<file path="src/hw/rtl/sha1p_pkg.sv">
`default_nettype none
package sha1p_pkg;

    localparam int WORD_W      = 32;
    localparam int DIGEST_N    = 5;
    localparam int BLOCK_DEPTH = 16;
    localparam int FILL_W      = $clog2(BLOCK_DEPTH);
    localparam int ROUND_N     = 80;
    localparam int ROUND_W     = $clog2(ROUND_N);
    localparam int IDX_W       = $clog2(DIGEST_N);

    typedef logic [DIGEST_N-1:0][WORD_W-1:0] chain_t;

    typedef struct packed {
        logic   done;
        chain_t chain;
    } core_stat_t;

    localparam chain_t CHAIN_INIT = {
        32'hC3D2E1F0, 32'h10325476, 32'h98BADCFE, 32'hEFCDAB89, 32'h67452301
    };

    localparam logic [WORD_W-1:0] K_ROUND0 = 32'h5A827999;
    localparam logic [WORD_W-1:0] K_ROUND1 = 32'h6ED9EBA1;
    localparam logic [WORD_W-1:0] K_ROUND2 = 32'h8F1BBCDC;
    localparam logic [WORD_W-1:0] K_ROUND3 = 32'hCA62C1D6;

    localparam logic [WORD_W-1:0] PAD_MARKER = 32'h80000000;

    localparam logic [1:0] MODE_START        = 2'd0;
    localparam logic [1:0] MODE_CONTINUE     = 2'd1;
    localparam logic [1:0] MODE_FINISH       = 2'd2;
    localparam logic [1:0] MODE_START_FINISH = 2'd3;

    localparam logic [2:0] FULL_WORD = 3'd4;

    // keep the leading valid bytes and place the 0x80 marker right after them
    function automatic logic [WORD_W-1:0] pad_word(input logic [WORD_W-1:0] data,
                                                   input logic [1:0]        nbytes);
        logic [WORD_W-1:0] res;
        unique case (nbytes)
            2'd0: res = 32'h80000000;
            2'd1: res = {data[31:24], 24'h800000};
            2'd2: res = {data[31:16], 16'h8000};
            2'd3: res = {data[31:8], 8'h80};
            default: res = 32'h80000000;
        endcase
        return res;
    endfunction

endpackage
`default_nettype wire

</file>
<file path="src/hw/rtl/sha1_hash_with_padding.sv">
// sha-1 engine with message padding
// input channel (in_valid/in_ready): one big-endian 32-bit message word per
// transaction, with mode (start, continue, finish, start+finish) and
// byte_count (valid leading bytes, 5..7 count as 4)
// output channel (out_valid/out_ready): digest_word, word_index, status, last
// a full word with start or continue is absorbed and gives no output; the word
// that fills a 16-word block adds one compression (one schedule load, 80 rounds
// at one round per cycle, chaining add)
// the compression loop limits throughput: no input word is taken while it runs
// a partial word outside finish gives one error transaction (status 1, last 1)
// finish writes the padding words into the block memory, runs one or two
// compressions, then presents five digest words, last on index 4; the engine
// then starts over with the initial chaining values
// in_ready is high only while the engine is idle; a stalled receiver holds the
// output register and the digest sequence waits for it
// reset loads the initial chaining values and clears length and fill count;
// the block memory needs no clearing since only written entries are read
`default_nettype none
module sha1_hash_with_padding
    import sha1p_pkg::*;
(
    input  wire logic              clk,
    input  wire logic              rst_n,
    input  wire logic              in_valid,
    output logic                   in_ready,
    input  wire logic [1:0]        mode,
    input  wire logic [WORD_W-1:0] data_word,
    input  wire logic [2:0]        byte_count,
    output logic                   out_valid,
    input  wire logic              out_ready,
    output logic      [WORD_W-1:0] digest_word,
    output logic      [2:0]        word_index,
    output logic                   status,
    output logic                   last
);

    typedef enum logic [7:0] {
        ST_IDLE     = 8'b0000_0001,
        ST_MARK     = 8'b0000_0010,
        ST_ZERO     = 8'b0000_0100,
        ST_HI       = 8'b0000_1000,
        ST_LO       = 8'b0001_0000,
        ST_COMPRESS = 8'b0010_0000,
        ST_ERR      = 8'b0100_0000,
        ST_DIGEST   = 8'b1000_0000
    } state_t;

    state_t state_reg, state_next, ret_reg, ret_next, after;
    logic [FILL_W-1:0] fill_reg, fill_next, push_fill;
    logic [63:0] len_reg, len_next, base_len;
    chain_t chain_reg, chain_next;
    logic [IDX_W-1:0] idx_reg, idx_next;
    logic start_reg, start_next;

    logic              out_valid_reg, out_valid_next;
    logic [WORD_W-1:0] digest_reg, digest_next;
    logic [2:0]        index_reg, index_next;
    logic              status_reg, status_next;
    logic              last_reg, last_next;

    logic              push_en;
    logic [WORD_W-1:0] push_data;
    logic              out_free;
    logic [2:0]        cnt;
    logic              start_msg, finishing;

    logic [FILL_W-1:0] core_raddr;
    logic [WORD_W-1:0] ram_rdata;
    core_stat_t        core_stat;

    sha1p_ram #(
        .WIDTH (WORD_W),
        .DEPTH (BLOCK_DEPTH)
    ) u_block_ram (
        .clk   (clk),
        .we    (push_en),
        .waddr (push_fill),
        .wdata (push_data),
        .raddr (core_raddr),
        .rdata (ram_rdata)
    );

    sha1p_core u_core (
        .clk      (clk),
        .rst_n    (rst_n),
        .start    (start_reg),
        .chain_in (chain_reg),
        .raddr    (core_raddr),
        .rdata    (ram_rdata),
        .stat     (core_stat)
    );

    assign in_ready  = (state_reg == ST_IDLE);
    assign out_free  = !out_valid_reg || out_ready;
    assign cnt       = (byte_count > FULL_WORD) ? FULL_WORD : byte_count;
    assign start_msg = (mode == MODE_START) || (mode == MODE_START_FINISH);
    assign finishing = (mode == MODE_FINISH) || (mode == MODE_START_FINISH);
    assign base_len  = start_msg ? 64'd0 : len_reg;

    always_comb
    begin
        after          = state_reg;
        ret_next       = ret_reg;
        fill_next      = fill_reg;
        len_next       = len_reg;
        chain_next     = chain_reg;
        idx_next       = idx_reg;
        start_next     = 1'b0;
        push_en        = 1'b0;
        push_data      = '0;
        push_fill      = fill_reg;
        out_valid_next = out_valid_reg && !out_ready;
        digest_next    = digest_reg;
        index_next     = index_reg;
        status_next    = status_reg;
        last_next      = last_reg;

        unique case (state_reg)
            ST_IDLE:
            begin
                if (in_valid)
                begin
                    if (start_msg)
                    begin
                        chain_next = CHAIN_INIT;
                        push_fill  = '0;
                        fill_next  = '0;
                    end
                    len_next = base_len;
                    if (!finishing)
                    begin
                        if (cnt != FULL_WORD)
                        begin
                            after = ST_ERR;
                        end
                        else
                        begin
                            push_en   = 1'b1;
                            push_data = data_word;
                            len_next  = base_len + 64'd32;
                            after     = ST_IDLE;
                        end
                    end
                    else
                    begin
                        push_en  = 1'b1;
                        len_next = base_len + {58'd0, cnt, 3'b000};
                        if (cnt == FULL_WORD)
                        begin
                            push_data = data_word;
                            after     = ST_MARK;
                        end
                        else
                        begin
                            push_data = pad_word(data_word, cnt[1:0]);
                            after     = ST_ZERO;
                        end
                    end
                end
            end
            ST_MARK:
            begin
                push_en   = 1'b1;
                push_data = PAD_MARKER;
                after     = ST_ZERO;
            end
            ST_ZERO:
            begin
                // a fill of 15 zero-fills the rest of this block, then an extra block up to the length
                if (fill_reg == FILL_W'(BLOCK_DEPTH - 2))
                begin
                    after = ST_HI;
                end
                else
                begin
                    push_en = 1'b1;
                    after   = ST_ZERO;
                end
            end
            ST_HI:
            begin
                push_en   = 1'b1;
                push_data = len_reg[63:32];
                after     = ST_LO;
            end
            ST_LO:
            begin
                push_en   = 1'b1;
                push_data = len_reg[31:0];
                after     = ST_DIGEST;
            end
            ST_COMPRESS:
            begin
                if (core_stat.done)
                begin
                    chain_next = core_stat.chain;
                    after      = ret_reg;
                end
            end
            ST_ERR:
            begin
                if (out_free)
                begin
                    out_valid_next = 1'b1;
                    digest_next    = '0;
                    index_next     = '0;
                    status_next    = 1'b1;
                    last_next      = 1'b1;
                    after          = ST_IDLE;
                end
            end
            ST_DIGEST:
            begin
                if (out_free)
                begin
                    out_valid_next = 1'b1;
                    digest_next    = chain_reg[idx_reg];
                    index_next     = 3'(idx_reg);
                    status_next    = 1'b0;
                    last_next      = (idx_reg == IDX_W'(DIGEST_N - 1));
                    if (idx_reg == IDX_W'(DIGEST_N - 1))
                    begin
                        idx_next   = '0;
                        chain_next = CHAIN_INIT;
                        len_next   = '0;
                        fill_next  = '0;
                        after      = ST_IDLE;
                    end
                    else
                    begin
                        idx_next = idx_reg + IDX_W'(1);
                    end
                end
            end
            default:
            begin
                after = ST_IDLE;
            end
        endcase

        state_next = after;
        if (push_en)
        begin
            fill_next = push_fill + FILL_W'(1);
            if (push_fill == FILL_W'(BLOCK_DEPTH - 1))
            begin
                state_next = ST_COMPRESS;
                ret_next   = after;
                start_next = 1'b1;
            end
        end
    end

    always_ff @(posedge clk or negedge rst_n)
    begin
        if (!rst_n)
        begin
            state_reg     <= ST_IDLE;
            ret_reg       <= ST_IDLE;
            fill_reg      <= '0;
            len_reg       <= '0;
            chain_reg     <= CHAIN_INIT;
            idx_reg       <= '0;
            start_reg     <= 1'b0;
            out_valid_reg <= 1'b0;
        end
        else
        begin
            state_reg     <= state_next;
            ret_reg       <= ret_next;
            fill_reg      <= fill_next;
            len_reg       <= len_next;
            chain_reg     <= chain_next;
            idx_reg       <= idx_next;
            start_reg     <= start_next;
            out_valid_reg <= out_valid_next;
        end
    end

    always_ff @(posedge clk)
    begin
        digest_reg <= digest_next;
        index_reg  <= index_next;
        status_reg <= status_next;
        last_reg   <= last_next;
    end

    assign out_valid   = out_valid_reg;
    assign digest_word = digest_reg;
    assign word_index  = index_reg;
    assign status      = status_reg;
    assign last        = last_reg;

    a_no_write_busy: assert property (@(posedge clk) disable iff (!rst_n)
        state_reg == ST_COMPRESS |-> !push_en)
        else $error("block memory written during compression");

    a_done_in_compress: assert property (@(posedge clk) disable iff (!rst_n)
        core_stat.done |-> state_reg == ST_COMPRESS)
        else $error("compression finished outside compress state");

    a_start_follows_full: assert property (@(posedge clk) disable iff (!rst_n)
        start_reg |-> state_reg == ST_COMPRESS && fill_reg == '0)
        else $error("compression started without a full block");

    a_last_digest: assert property (@(posedge clk) disable iff (!rst_n)
        out_valid_reg && last_reg && !status_reg |-> index_reg == 3'(DIGEST_N - 1))
        else $error("last flag on a digest word other than the final one");

endmodule
`default_nettype wire

</file>
<file path="src/hw/rtl/sha1p_ram.sv">
`default_nettype none
module sha1p_ram #(
    parameter int WIDTH = 32,
    parameter int DEPTH = 16
) (
    input  wire logic                     clk,
    input  wire logic                     we,
    input  wire logic [$clog2(DEPTH)-1:0] waddr,
    input  wire logic [WIDTH-1:0]         wdata,
    input  wire logic [$clog2(DEPTH)-1:0] raddr,
    output logic      [WIDTH-1:0]         rdata
);

    logic [WIDTH-1:0] mem [DEPTH];

    always_ff @(posedge clk)
    begin
        if (we)
        begin
            mem[waddr] <= wdata;
        end
        rdata <= mem[raddr];
    end

endmodule
`default_nettype wire

</file>
<file path="src/hw/rtl/sha1p_core.sv">
`default_nettype none
module sha1p_core
    import sha1p_pkg::*;
(
    input  wire logic                clk,
    input  wire logic                rst_n,
    input  wire logic                start,
    input  wire chain_t              chain_in,
    output logic      [FILL_W-1:0]   raddr,
    input  wire logic [WORD_W-1:0]   rdata,
    output core_stat_t               stat
);

    typedef enum logic [2:0] {
        C_IDLE  = 3'b001,
        C_ROUND = 3'b010,
        C_FINAL = 3'b100
    } core_state_t;

    core_state_t state_reg, state_next;
    logic [ROUND_W-1:0] round_reg, round_next;
    logic [WORD_W-1:0] a_reg, b_reg, c_reg, d_reg, e_reg;
    logic [WORD_W-1:0] a_next, b_next, c_next, d_next, e_next;
    logic [BLOCK_DEPTH-1:0][WORD_W-1:0] win_reg, win_next;

    logic [WORD_W-1:0] w_cur, w_mix, f_val, k_val, tmp;

    // message schedule: first 16 words come straight from the block memory
    assign w_mix = win_reg[13] ^ win_reg[8] ^ win_reg[2] ^ win_reg[0];
    assign w_cur = (round_reg < ROUND_W'(BLOCK_DEPTH)) ? rdata
                                                       : {w_mix[30:0], w_mix[31]};

    always_comb
    begin
        priority if (round_reg < ROUND_W'(20))
        begin
            f_val = (b_reg & c_reg) | (~b_reg & d_reg);
            k_val = K_ROUND0;
        end
        else if (round_reg < ROUND_W'(40))
        begin
            f_val = b_reg ^ c_reg ^ d_reg;
            k_val = K_ROUND1;
        end
        else if (round_reg < ROUND_W'(60))
        begin
            f_val = (b_reg & c_reg) | (b_reg & d_reg) | (c_reg & d_reg);
            k_val = K_ROUND2;
        end
        else
        begin
            f_val = b_reg ^ c_reg ^ d_reg;
            k_val = K_ROUND3;
        end
    end

    assign tmp = {a_reg[26:0], a_reg[31:27]} + f_val + e_reg + k_val + w_cur;

    // read one word ahead of the round that uses it
    assign raddr = (state_reg == C_ROUND) ? (round_reg[FILL_W-1:0] + FILL_W'(1))
                                          : '0;

    always_comb
    begin
        state_next = state_reg;
        round_next = round_reg;
        a_next     = a_reg;
        b_next     = b_reg;
        c_next     = c_reg;
        d_next     = d_reg;
        e_next     = e_reg;
        win_next   = win_reg;
        unique case (state_reg)
            C_IDLE:
            begin
                if (start)
                begin
                    a_next     = chain_in[0];
                    b_next     = chain_in[1];
                    c_next     = chain_in[2];
                    d_next     = chain_in[3];
                    e_next     = chain_in[4];
                    round_next = '0;
                    state_next = C_ROUND;
                end
            end
            C_ROUND:
            begin
                a_next   = tmp;
                b_next   = a_reg;
                c_next   = {b_reg[1:0], b_reg[31:2]};
                d_next   = c_reg;
                e_next   = d_reg;
                win_next = {w_cur, win_reg[BLOCK_DEPTH-1:1]};
                if (round_reg == ROUND_W'(ROUND_N - 1))
                begin
                    state_next = C_FINAL;
                end
                else
                begin
                    round_next = round_reg + ROUND_W'(1);
                end
            end
            C_FINAL:
            begin
                state_next = C_IDLE;
            end
            default:
            begin
                state_next = C_IDLE;
            end
        endcase
    end

    always_ff @(posedge clk or negedge rst_n)
    begin
        if (!rst_n)
        begin
            state_reg <= C_IDLE;
            round_reg <= '0;
        end
        else
        begin
            state_reg <= state_next;
            round_reg <= round_next;
        end
    end

    always_ff @(posedge clk)
    begin
        a_reg   <= a_next;
        b_reg   <= b_next;
        c_reg   <= c_next;
        d_reg   <= d_next;
        e_reg   <= e_next;
        win_reg <= win_next;
    end

    assign stat.done     = (state_reg == C_FINAL);
    assign stat.chain[0] = chain_in[0] + a_reg;
    assign stat.chain[1] = chain_in[1] + b_reg;
    assign stat.chain[2] = chain_in[2] + c_reg;
    assign stat.chain[3] = chain_in[3] + d_reg;
    assign stat.chain[4] = chain_in[4] + e_reg;

    a_done_pulse: assert property (@(posedge clk) disable iff (!rst_n)
        stat.done |=> !stat.done)
        else $error("compression done held longer than one cycle");

    a_start_idle: assert property (@(posedge clk) disable iff (!rst_n)
        start |-> state_reg == C_IDLE)
        else $error("compression started while busy");

    a_round_range: assert property (@(posedge clk) disable iff (!rst_n)
        state_reg == C_ROUND |-> round_reg < ROUND_W'(ROUND_N))
        else $error("round counter out of range");

endmodule
`default_nettype wire

</file>
<file path="config.mk">
export PLATFORM = sky130hd
export DESIGN_NAME = sha1_hash_with_padding
export DESIGN_NICKNAME = d
export VERILOG_FILES = /design/src/hw/rtl/sha1p_pkg.sv /design/src/hw/rtl/sha1_hash_with_padding.sv /design/src/hw/rtl/sha1p_ram.sv /design/src/hw/rtl/sha1p_core.sv
export SDC_FILE = /design/constraint.sdc
export NUM_CORES = 2
export LEC_CHECK = 0
export ABC_AREA = 1
export BUFFER_PORTS_ARGS = -buffer_cell sky130_fd_sc_hd__buf_2
export CORE_MARGIN = 2
export CORE_UTILIZATION = 33
export DETAILED_ROUTE_END_ITERATION = 10
export SETUP_SLACK_MARGIN = 0.5
export SYNTH_ARGS = -nofsm -noshare
export SYNTH_HDL_FRONTEND = slang
export SYNTH_SLANG_ARGS = --single-unit
</file>
<file path="constraint.sdc">
create_clock -name clk -period 18.4 [get_ports clk]
set_input_delay 1.84 -clock clk [delete_from_list [all_inputs] [get_ports clk]]
set_output_delay 1.84 -clock clk [all_outputs]
set_load 0.02 [all_outputs]
</file>
==> impl_metrics.yaml <==
synth:
  synth_top_area_share_pct: 48.1
  yosys.area.top_type: "edfxtp_1"
  syn-instance-count: 7740
  synthesis.area_sq_mm: 0.0762
  synth-edff-count: 1221
  ys_warn_count: 0
  ys_types: 57
  synth_nets: 8139
  seq_area_frac_synth_pct: 57.5
  synth_seq_cells: 1509
  ys_async_sr_fraction_pct: 17.0
  syn_avg_cell_area_sq_um: 9.84
  ys.flop_type: "edfxtp_1"
  yosys-top-cells-area: "edfxtp_1 48%, nand2_1 7.7%, dfrtp_1 5.7%"
setup_path:
  cp_cell_sequence: "nor2_1 > nand3_1 > buf_4 > clkinv_1 > nor2_1 > inv_1 > fa_1 > fa_1 > inv_1 > fa_1 > inv_1 > ha_1 > nand2_1 > o21ai_0 > nand2_1 > nand2_1 > a21oi_1 > nand2_1 > nand3_1 > nand3_1 > nand2_1"
  ff2ff_setup_slack_ps: 11980
  critPathMaxStageDelay_ps: 840
  r2r_start: "u_core.round_reg[5]$_DFFE_PN0P_"
  r2r_end: "u_core.a_reg[31]$_DFFE_PP_"
  cp-end-kind: "flop"
  cp_num_cells: 21
  worst_setup_path_start_kind: "flop"
  cp_slowest_cell: "nor2_1"
  worst-path-buf-inv: 5
  path_max_fanout: 20
  crit_start: "u_core.round_reg[5]$_DFFE_PN0P_"
  path_class: "flop to flop"
  required_ps: 18970
  endpoint: "u_core.a_reg[31]$_DFFE_PP_"
  cp_common_cell: "nand2_1"
  r2r_cells: 21
  crit_family: "adder cells"
  arrival_ps: 6990
placed_design:
  numPlacedInstances: 10700
  place.detailed.hpwl_um: 190000
  place_area_sq_mm: 0.0802
  pre_cts_ws_ps: 12110
  io_buffers: 79
  gp_congestion: 0.972
grt:
  antenna_found_initial: 11
  grt.overflow.total: 0
  grt_max_degree: 181
  gr-usage-met1_pct: 30.2
  grt_pass1_wl_um: 383000
  grt_use_total_pct: 22.0
  grt.busiest_layer: "met2"
  grt_use_met3_pct: 3.17
  use_met2_pct: 35.1
  first_global_vias: 55800
clock_tree:
  clk_latency_ps: 850
  clockRootBuffer: "clkbuf_16"
  cts_setup_buffers: 0
  cts_tree: "built"
  cts_max_level: 4
  clockBufferDepth: 3
  cts.sink_count: 1509
  cts_hold_buf: 0
  clk_pin_slew_ps: 60
  postCtsResizedCells: 0
  cts_made_buffers: 165
power:
  irDropWorstVdd_v: 0.000107
  p_leak_nw: 33.3
  cellPowerDensity_mw_per_mm2: 97.3
  p_total_mw: 8.36
sta:
  period_share_pct: 34.9
  fin_skew_ps: 47.3
  worst_slack_ps: 11980
  rsz0062_at_grt: "false"
  fin_hold_ws_ps: 398
  worstMarginPinSlew_ps: 1270
  finalSetupViolations: 0
  setup_tns_ps: 0
  hold_viol_final: 0
  fin_crit_ps: 6420
  finalMaxSlewViolations: 0
  relSlewSlack_pct: 15.2
  fmax_mhz: 156
finish:
  nNetsFinal: 8215
  final_core_util_pct: 37.4
  nFillCells: 22700
  stdcell_count: 11000
  syn_to_final_growth_pct: 12.7
  fin_area_sq_mm: 0.0859
  drive_above_1_share_pct: 8.10
floorplan:
  rows: 176
  core_sq_mm: 0.230
  die_y_um: 484
  die-area_sq_mm: 0.235
  fp.dieW_um: 484
  ioPinCount: 80
  initial_utilization_pct: 33.2
drt:
  wirelength_um: 264000
  wl_per_cell_um: 24.0
  drtIter0Drc: 5971
  drc: 0
  via_per_inst: 5.27
  dr.pass1.iters: 8
  ant_nets: 0
  vias: 57900
run:
  maxCapViolations: 0
status:
  status: "finished, final reports clean"
worst_hold_path:
  hold_class: "flop to flop"
[area by class of cell]
type                    count  area [sq um]  area share [%]
diodes                      6          15.0          0.0175
clock buffers             206          4420            5.14
clock inverters           100          1250            1.45
inverters                 892          3370            3.92
multi-input cells        5086         28200            32.8
flip-flops and latches   1509         43800            51.0
well taps                3026          3790            4.41
repair buffers            162          1040            1.21
[power by group]
part,internal [mW],switching [mW]
clock,1.98,1.46
sequential,3.80,0.0361
combinational,0.266,0.810
total,6.05,2.31
[per-layer routing]
layer,up-vias,wire length (um)
li1,26600,-
met1,28700,115000
met2,2181,121000
met3,428,16500
met4,8,11100
met5,-,40
[worst min-delay path by stage]
| stage | start | to | slack [ps] | cells past startpoint |
|---|---|---|---|---|
| after detailed placement | u_core.win_reg[134]$_DFFE_PP_ | u_core.win_reg[102]$_DFFE_PP_ | 400 | 0 |
| after global placement | u_core.win_reg[167]$_DFFE_PP_ | u_core.win_reg[135]$_DFFE_PP_ | 400 | 0 |
| after CTS | u_core.win_reg[326]$_DFFE_PP_ | u_core.win_reg[294]$_DFFE_PP_ | 410 | 0 |
| after floorplan | u_core.win_reg[32]$_DFFE_PP_ | u_core.win_reg[0]$_DFFE_PP_ | 400 | 0 |
| after global routing | u_core.win_reg[166]$_DFFE_PP_ | u_core.win_reg[134]$_DFFE_PP_ | 410 | 0 |
| final | u_core.win_reg[113]$_DFFE_PP_ | u_core.win_reg[81]$_DFFE_PP_ | 400 | 0 |
[worst reg2reg max path, stage by stage, from the launching register on]
cell      delay, ps
dfrtp_1         450
nor2_1          110
nand3_1          90
buf_4           300
clkinv_1        750
nor2_1          850
inv_1           220
fa_1            550
fa_1            560
inv_1            60
fa_1            540
inv_1            50
ha_1            360
nand2_1         140
o21ai_0         480
nand2_1         110
nand2_1         100
a21oi_1          70
nand2_1         140
nand3_1         100
nand3_1          90
nand2_1          70
[layout by cell type, fill, tap and decap left out, types with 12 or more instances in the layout]
cell type / n
buf_2: 78
o21ai_0: 691
fa_1: 125
o21bai_1: 23
clkinv_1: 27
o211ai_1: 87
ha_1: 232
dfstp_2: 83
a22oi_1: 12
inv_1: 864
clkinv_2: 25
nor2_4: 21
o21ai_1: 101
dfrtp_1: 171
clkbuf_1: 30
a21oi_1: 355
xor2_1: 27
o22ai_1: 96
nor2_1: 825
nand3_1: 398
inv_2: 21
nor3_1: 55
a21o_1: 13
nand2_1: 1564
nand3b_1: 16
nor4_1: 16
a21boi_0: 12
or2_2: 40
o21a_1: 29
nor2_2: 18
buf_4: 82
edfxtp_1: 1221
nand4_1: 64
o221ai_2: 13
clkbuf_16: 167
o221ai_1: 71
dfxtp_1: 32
xnor2_1: 126
bufinv_16: 18
[synthesized netlist by cell type, drive strengths merged (13+ instances only)]
| cell type | instances |
|---|---|
| ha | 233 |
| nand3 | 401 |
| o211ai | 87 |
| nor3 | 62 |
| edfxtp | 1221 |
| o22ai | 96 |
| fa | 125 |
| nor2 | 864 |
| inv | 887 |
| o221ai | 84 |
| a21o | 13 |
| or2 | 42 |
| clkbuf | 163 |
| dfstp | 83 |
| xor2 | 27 |
| dfxtp | 32 |
| dfrtp | 173 |
| o21ai | 793 |
| o21a | 29 |
| nand2 | 1576 |
| nor4 | 16 |
| nand3b | 16 |
| o21bai | 23 |
| xnor2 | 126 |
| buf | 90 |
| a21oi | 357 |
| nand4 | 66 |
[kinds of logic (layout without fill, tap and decap cells)]
logic type      Yosys count  after routing  share of synthesized area [%]
simple gates           3053           3053                           16.5
compound gates         1522           1522                           11.2
flops                  1509           1509                           57.5
buf+inv                1145           1360                           5.87
fa+ha+maj               358            358                           7.11
xor+xnor                153            153                           1.76
other cells               0              6                              0
No activity file was read; power rests on OpenSTA's default activity.
